===== src/rtl/crq_pkg.sv =====
// Shared constants, types and helpers of the consecutive range query engine.
package crq_pkg;

  localparam int MAX_ELEMENTS = 1024;
  localparam int LEVELS       = 11;
  localparam int VALUE_LIMIT  = 1024;

  localparam int VAL_W  = 10;
  localparam int POS_W  = 11;
  localparam int CMD_W  = 2;
  localparam int IDX_W  = $clog2(MAX_ELEMENTS);
  localparam int VIDX_W = $clog2(VALUE_LIMIT);
  localparam int LV_W   = $clog2(LEVELS + 1);
  localparam int TBL_D  = LEVELS * MAX_ELEMENTS;
  localparam int TBL_AW = $clog2(TBL_D);

  localparam logic [CMD_W-1:0] CMD_APPEND = 2'd0;
  localparam logic [CMD_W-1:0] CMD_QUERY  = 2'd1;
  localparam logic [CMD_W-1:0] CMD_CLEAR  = 2'd2;

  typedef logic [VAL_W-1:0] val_t;
  typedef logic [POS_W-1:0] pos_t;
  typedef logic [LV_W-1:0]  lv_t;

  // Table address of level lv, zero-based position p.
  function automatic logic [TBL_AW-1:0] tbl_addr(input lv_t lv, input logic [IDX_W-1:0] p);
    int a;
    a = int'(lv) * MAX_ELEMENTS + int'(p);
    return a[TBL_AW-1:0];
  endfunction

  // Index of the highest set bit; zero for zero.
  function automatic lv_t floor_log2(input pos_t x);
    lv_t r;
    r = '0;
    for (int i = 0; i < POS_W; i++) begin
      if (x[i]) r = lv_t'(i);
    end
    return r;
  endfunction

endpackage


===== src/rtl/crq_minmax.sv =====
// Shared compare unit: merge two min/max pairs.
module crq_minmax (
  input  crq_pkg::val_t a_min,
  input  crq_pkg::val_t a_max,
  input  crq_pkg::val_t b_min,
  input  crq_pkg::val_t b_max,
  output crq_pkg::val_t lo,
  output crq_pkg::val_t hi
);
  import crq_pkg::*;

  assign lo = (a_min < b_min) ? a_min : b_min;
  assign hi = (a_max > b_max) ? a_max : b_max;
endmodule

===== config.mk =====
export PLATFORM = sky130hd
export DESIGN_NAME = crq_minmax
export DESIGN_NICKNAME = d
export VERILOG_FILES = /design/src/rtl/crq_pkg.sv /design/src/rtl/crq_minmax.sv
export SDC_FILE = /design/constraint.sdc
export NUM_CORES = 1
export LEC_CHECK = 0
export ABC_CLOCK_PERIOD_IN_PS = 3800
export BUFFER_PORTS_ARGS = -buffer_cell sky130_fd_sc_hd__buf_2
export CAP_MARGIN = 10
export CELL_PAD_IN_SITES_DETAIL_PLACEMENT = 0
export CELL_PAD_IN_SITES_GLOBAL_PLACEMENT = 1
export CORE_MARGIN = 4
export CORE_UTILIZATION = 30
export DETAILED_ROUTE_END_ITERATION = 12
export PLACE_DENSITY = 0.87
export SLEW_MARGIN = 10
export SYNTH_ARGS = -nofsm -noshare
export SYNTH_HDL_FRONTEND = slang
export SYNTH_SLANG_ARGS = --single-unit

===== constraint.sdc =====
create_clock -name vclk -period 3.8
set_clock_uncertainty 0.1 [all_clocks]
set_input_delay 0.57 -clock vclk [all_inputs]
set_output_delay 0.57 -clock vclk [all_outputs]
set_load 0.005 [all_outputs]

Word-level counts from Yosys, hierarchy flattened
Index checks and enable logic that the tools add are counted.
Word-level totals
  register bits after elaboration: 0
  input port bits: 40
  logic and storage cells: 4
Operators by class
  magnitude comparators: 2
  mux-type cells: 2
Operator list (number)
  $mux W10: 2
  $gt A10 B10 Y1: 1
  $lt A10 B10 Y1: 1

Logic depth before layout (Yosys ltp)
  depth after elaboration: 2
  mapped depth: 7

Worst setup path before layout
No wires, ideal clock.
  path kind: input port to output port
  start point: input b_max[9]
  end point: output hi[0]
  data arrival time: 2.069 ns
  data required time: 3.130 ns
  path slack: 1.061 ns
  cell stages on the path: 7
  buffers on the path: 0
  cell sequence: inv_1 ha_1 nand4_1 nor3_1 o21ai_0 a31oi_4 mux2_2
Between the ends
  cells in the longest elaborated chain, start to end: 2
RTL lines
  start, declared: line crq_minmax.sv:6  | input crq_pkg::val_t b_max,
  $gt A10 B10 Y1: line crq_minmax.sv:13  | assign hi = (a_max > b_max) ? a_max : b_max;
  $mux W10: line crq_minmax.sv:13
  end, declared: line crq_minmax.sv:8  | output crq_pkg::val_t hi
Every way passes these cells.

Final worst setup path
  start point: input a_min[7]
  end point: output lo[5]
Between the ends
  cells in the longest elaborated chain, start to end: 2
RTL lines
  start, declared: line crq_minmax.sv:3  | input crq_pkg::val_t a_min,
  $lt A10 B10 Y1: line crq_minmax.sv:12  | assign lo = (a_min < b_min) ? a_min : b_min;
  $mux W10: line crq_minmax.sv:12
  end, declared: line crq_minmax.sv:7  | output crq_pkg::val_t lo,
Every way passes these cells.

==> impl_summary.txt <==
----------------------------------------------------
[Worst setup path]
  Slowest cell on the critical path ... sky130_fd_sc_hd__nor4_4
  CP peak stage delay ... 620 ps
  Worst path arrival time ... 2460 ps
  Required time at the worst-slack endpoint ... 3130 ps
  Worst path buffer plus inverter count ... 2
  Startpoint kind of the worst setup timing path ... primary input
  Cell class contributing the biggest share of worst-path delay ... simple AND/OR/NAND/NOR gates
  Largest fanout on the critical path ... 10
  Levels on crit path ... 7
  Capturing element type of the critical path ... output port
  Cell-by-cell listing of the critical path ... buf_2 -> ha_1 -> a211oi_1 -> nor2_1 -> nor4_4 -> mux2_2 -> buf_2
  Cell occurring most often along the worst timing path ... sky130_fd_sc_hd__buf_2
  Category of the critical setup timing path ... in -> out

[Detailed routing]
  DRC violations left ... 0
  Vias ... roughly 830
  Drt first pass iters ... 4
  Post-DRT Antenna Nets ... 0
  Post-DR wirelength/cell ... 11.37 um
  Total length of routed wires ... 1.978 mm
  Vias per cell ... 4.776
  Number of DRC markers in iteration 0 ... 14

[Synthesis]
  Most instantiated cells after synthesis ... 20 x sky130_fd_sc_hd__mux2_2, 19 x sky130_fd_sc_hd__ha_1, 19 x sky130_fd_sc_hd__inv_1
  Syn Inst Count ... 86
  Post-synthesis cell area ... 733.2 um^2
  Yosys Warn Count ... 0
  Area contributors post-synth ... sky130_fd_sc_hd__ha_1 32%, sky130_fd_sc_hd__mux2_2 31%, sky130_fd_sc_hd__inv_1 9.7%
  Most common cell in the synthesized netlist ... sky130_fd_sc_hd__mux2_2
  Count of cell types in the netlist ... 20
  Synthesized Nets ... 145
  Top-area cell type share of the netlist area ... about 32%
  Cell accounting for the most synthesized area ... sky130_fd_sc_hd__ha_1
  Synthesized area divided by synthesized cell count ... 8.526 um^2
  Fraction of the yosys area taken by sequential cells ... 0%

[Power]
  Peak ir drop on the vdd network ... 0.07147 mV
  Total leakage power ... ~0.62 nW
  Pwr dens ... roughly 140 nW/um^2

[Layout]
  Filler-free cell count of the finished design ... 174
  Layout sequential cell count ... 0
  Register Area ... 0 um^2
  Share of the core filled with cells in the final layout ... 46.95%
  # diodes ... 0
  Area growth from synthesis to final layout ... 45.73%
  Ratio of cells with drive above 1 in the final layout ... 56.85%
  Count of clock-net buffers in the final layout ... 0
  Final standard cell area without fillers ... 1069 um^2
  Count of nets after finishing ... 207

[Floorplan]
  Number of top-level design ports ... 60
  Number of core rows ... 17
  Initial Utilization ... 32.22%
  Die outline area ... 3299 um^2
  Area of the core ... about 2300 um^2
  Chip Height ... 57.44 um
  Horiz. Die Dim ... 57.44 um

[Global routing]
  Global-route wire length before repair ... 3.208 mm
  Antenna violations before repair ... 0
  Total routing usage reported by global routing ... 11.27%
  Maximum number of pins on one net before global-route repair ... 11
  Vias in the first global route ... 828
  GRT overflow ... 0

[Place]
  Minimum setup slack after placement ... 629.8 ps
  Port Buf Inserts ... 60
  Placed cell areas ... 1069 um^2
  Total instance count after detailed placement ... 174
  Final estimated routing congestion in global placement ... between 0.7 and 0.8
  Hpwl dp ... 1.844 mm

[Timing]
  RSZ-0062 raised after global routing ... false
  Final count of negative-setup-slack endpoints ... 0
  Final worst-path cycle share ... between 80 and 90%
  Max frequency ... 319.8 MHz
  Number of hold violations in the final report ... 0
  Slack of the critical path ... 672.7 ps
  Min Clock Period, post-route ... 3127 ps
  Slew at the pin with the worst max-slew slack ... 658.9 ps
  Setup Total Neg Slack ... 0 ps
  Normalized max-slew margin ... 55.74%
  Max-slew violation count ... 0

[Clock tree]
  Post-CTS resize count ... 0
  Cts-stage hold buffer count ... 0
  Buffer count from post-CTS setup fixing ... 0

[Hold path]
  Worst hold path class ... in -> out
  Hold depth ... 3

[Flow run]
  Max-cap violations ... 0

[Outcome]
  Status ... finished clean

----------------------------------------------------
worst min-delay path, cell delays in order:
cell	delay, ps
sky130_fd_sc_hd__buf_2	80
sky130_fd_sc_hd__mux2_2	130
sky130_fd_sc_hd__buf_2	100
cell families (layout without fill, tap and decap cells):
family,after synthesis,in the layout,share of synthesized area (%)
adder cells (fa/ha/maj),19,19,32.42
AND/OR/NAND/NOR,14,14,12.12
buffers and inverters,19,79,9.727
multiplexers,20,20,30.72
AO/OA/AOI/OAI,14,14,15.02
layout make-up:
cell class,count,area (um^2)
Multi-Input combinational cell,67,661.9
Tap cell,28,35.03
Inverter,19,71.32
Fill cell,231,1207
Timing Repair Buffer,60,300.3
through the flow:
stage	hold WS, ps	power, mW
after floorplan	1169	0.08763
after global placement	1345	0.1457
after detailed placement	1348	0.1487
after CTS	1350	0.1499
after global routing	1367	0.1659
final	1348	0.1471
cell usage in the layout, fill, tap and decap left out:
cell type / Yosys / routed
sky130_fd_sc_hd__a32o_1: 1 / 1
sky130_fd_sc_hd__nor3b_1: 1 / 1
sky130_fd_sc_hd__nor2_1: 2 / 2
sky130_fd_sc_hd__o21a_1: 1 / 1
sky130_fd_sc_hd__a41oi_1: 1 / 1
sky130_fd_sc_hd__nor4_4: 1 / 1
sky130_fd_sc_hd__nand2b_1: 1 / 1
sky130_fd_sc_hd__a21o_1: 1 / 1
sky130_fd_sc_hd__a211oi_1: 1 / 1
sky130_fd_sc_hd__nor3_1: 2 / 2
sky130_fd_sc_hd__mux2_2: 20 / 20
sky130_fd_sc_hd__nand2_1: 3 / 3
sky130_fd_sc_hd__o21ai_0: 2 / 2
sky130_fd_sc_hd__a211oi_2: 1 / 1
sky130_fd_sc_hd__a31oi_4: 1 / 1
sky130_fd_sc_hd__ha_1: 19 / 19
sky130_fd_sc_hd__inv_1: 19 / 19
sky130_fd_sc_hd__nor2b_1: 2 / 2
sky130_fd_sc_hd__nand4_1: 2 / 2
sky130_fd_sc_hd__a21oi_1: 5 / 5
sky130_fd_sc_hd__buf_2: 0 / 60
layer usage:
layer | wire length (um) | track usage [%]
met5 | 0 | 0
met4 | 0 | 0
met3 | 241 | 1.357
met2 | 959 | 21.77
met1 | 777 | 13.89
path summary, 6_finish.rpt:
| check | start | endpoint | slack, ps |
|---|---|---|---|
| worst min-delay path | b_max[5] | hi[5] | 1350 |
| worst max-delay path | a_min[7] | lo[5] | 670 |
power breakdown:
part	switching, mW	total [mW]	internal [mW]
sequential	0	0	0
combinational	0.0637	0.147	0.0834
clock	0	0	0
total	0.0637	0.147	0.0834
No activity file was read; power rests on OpenSTA's default activity.
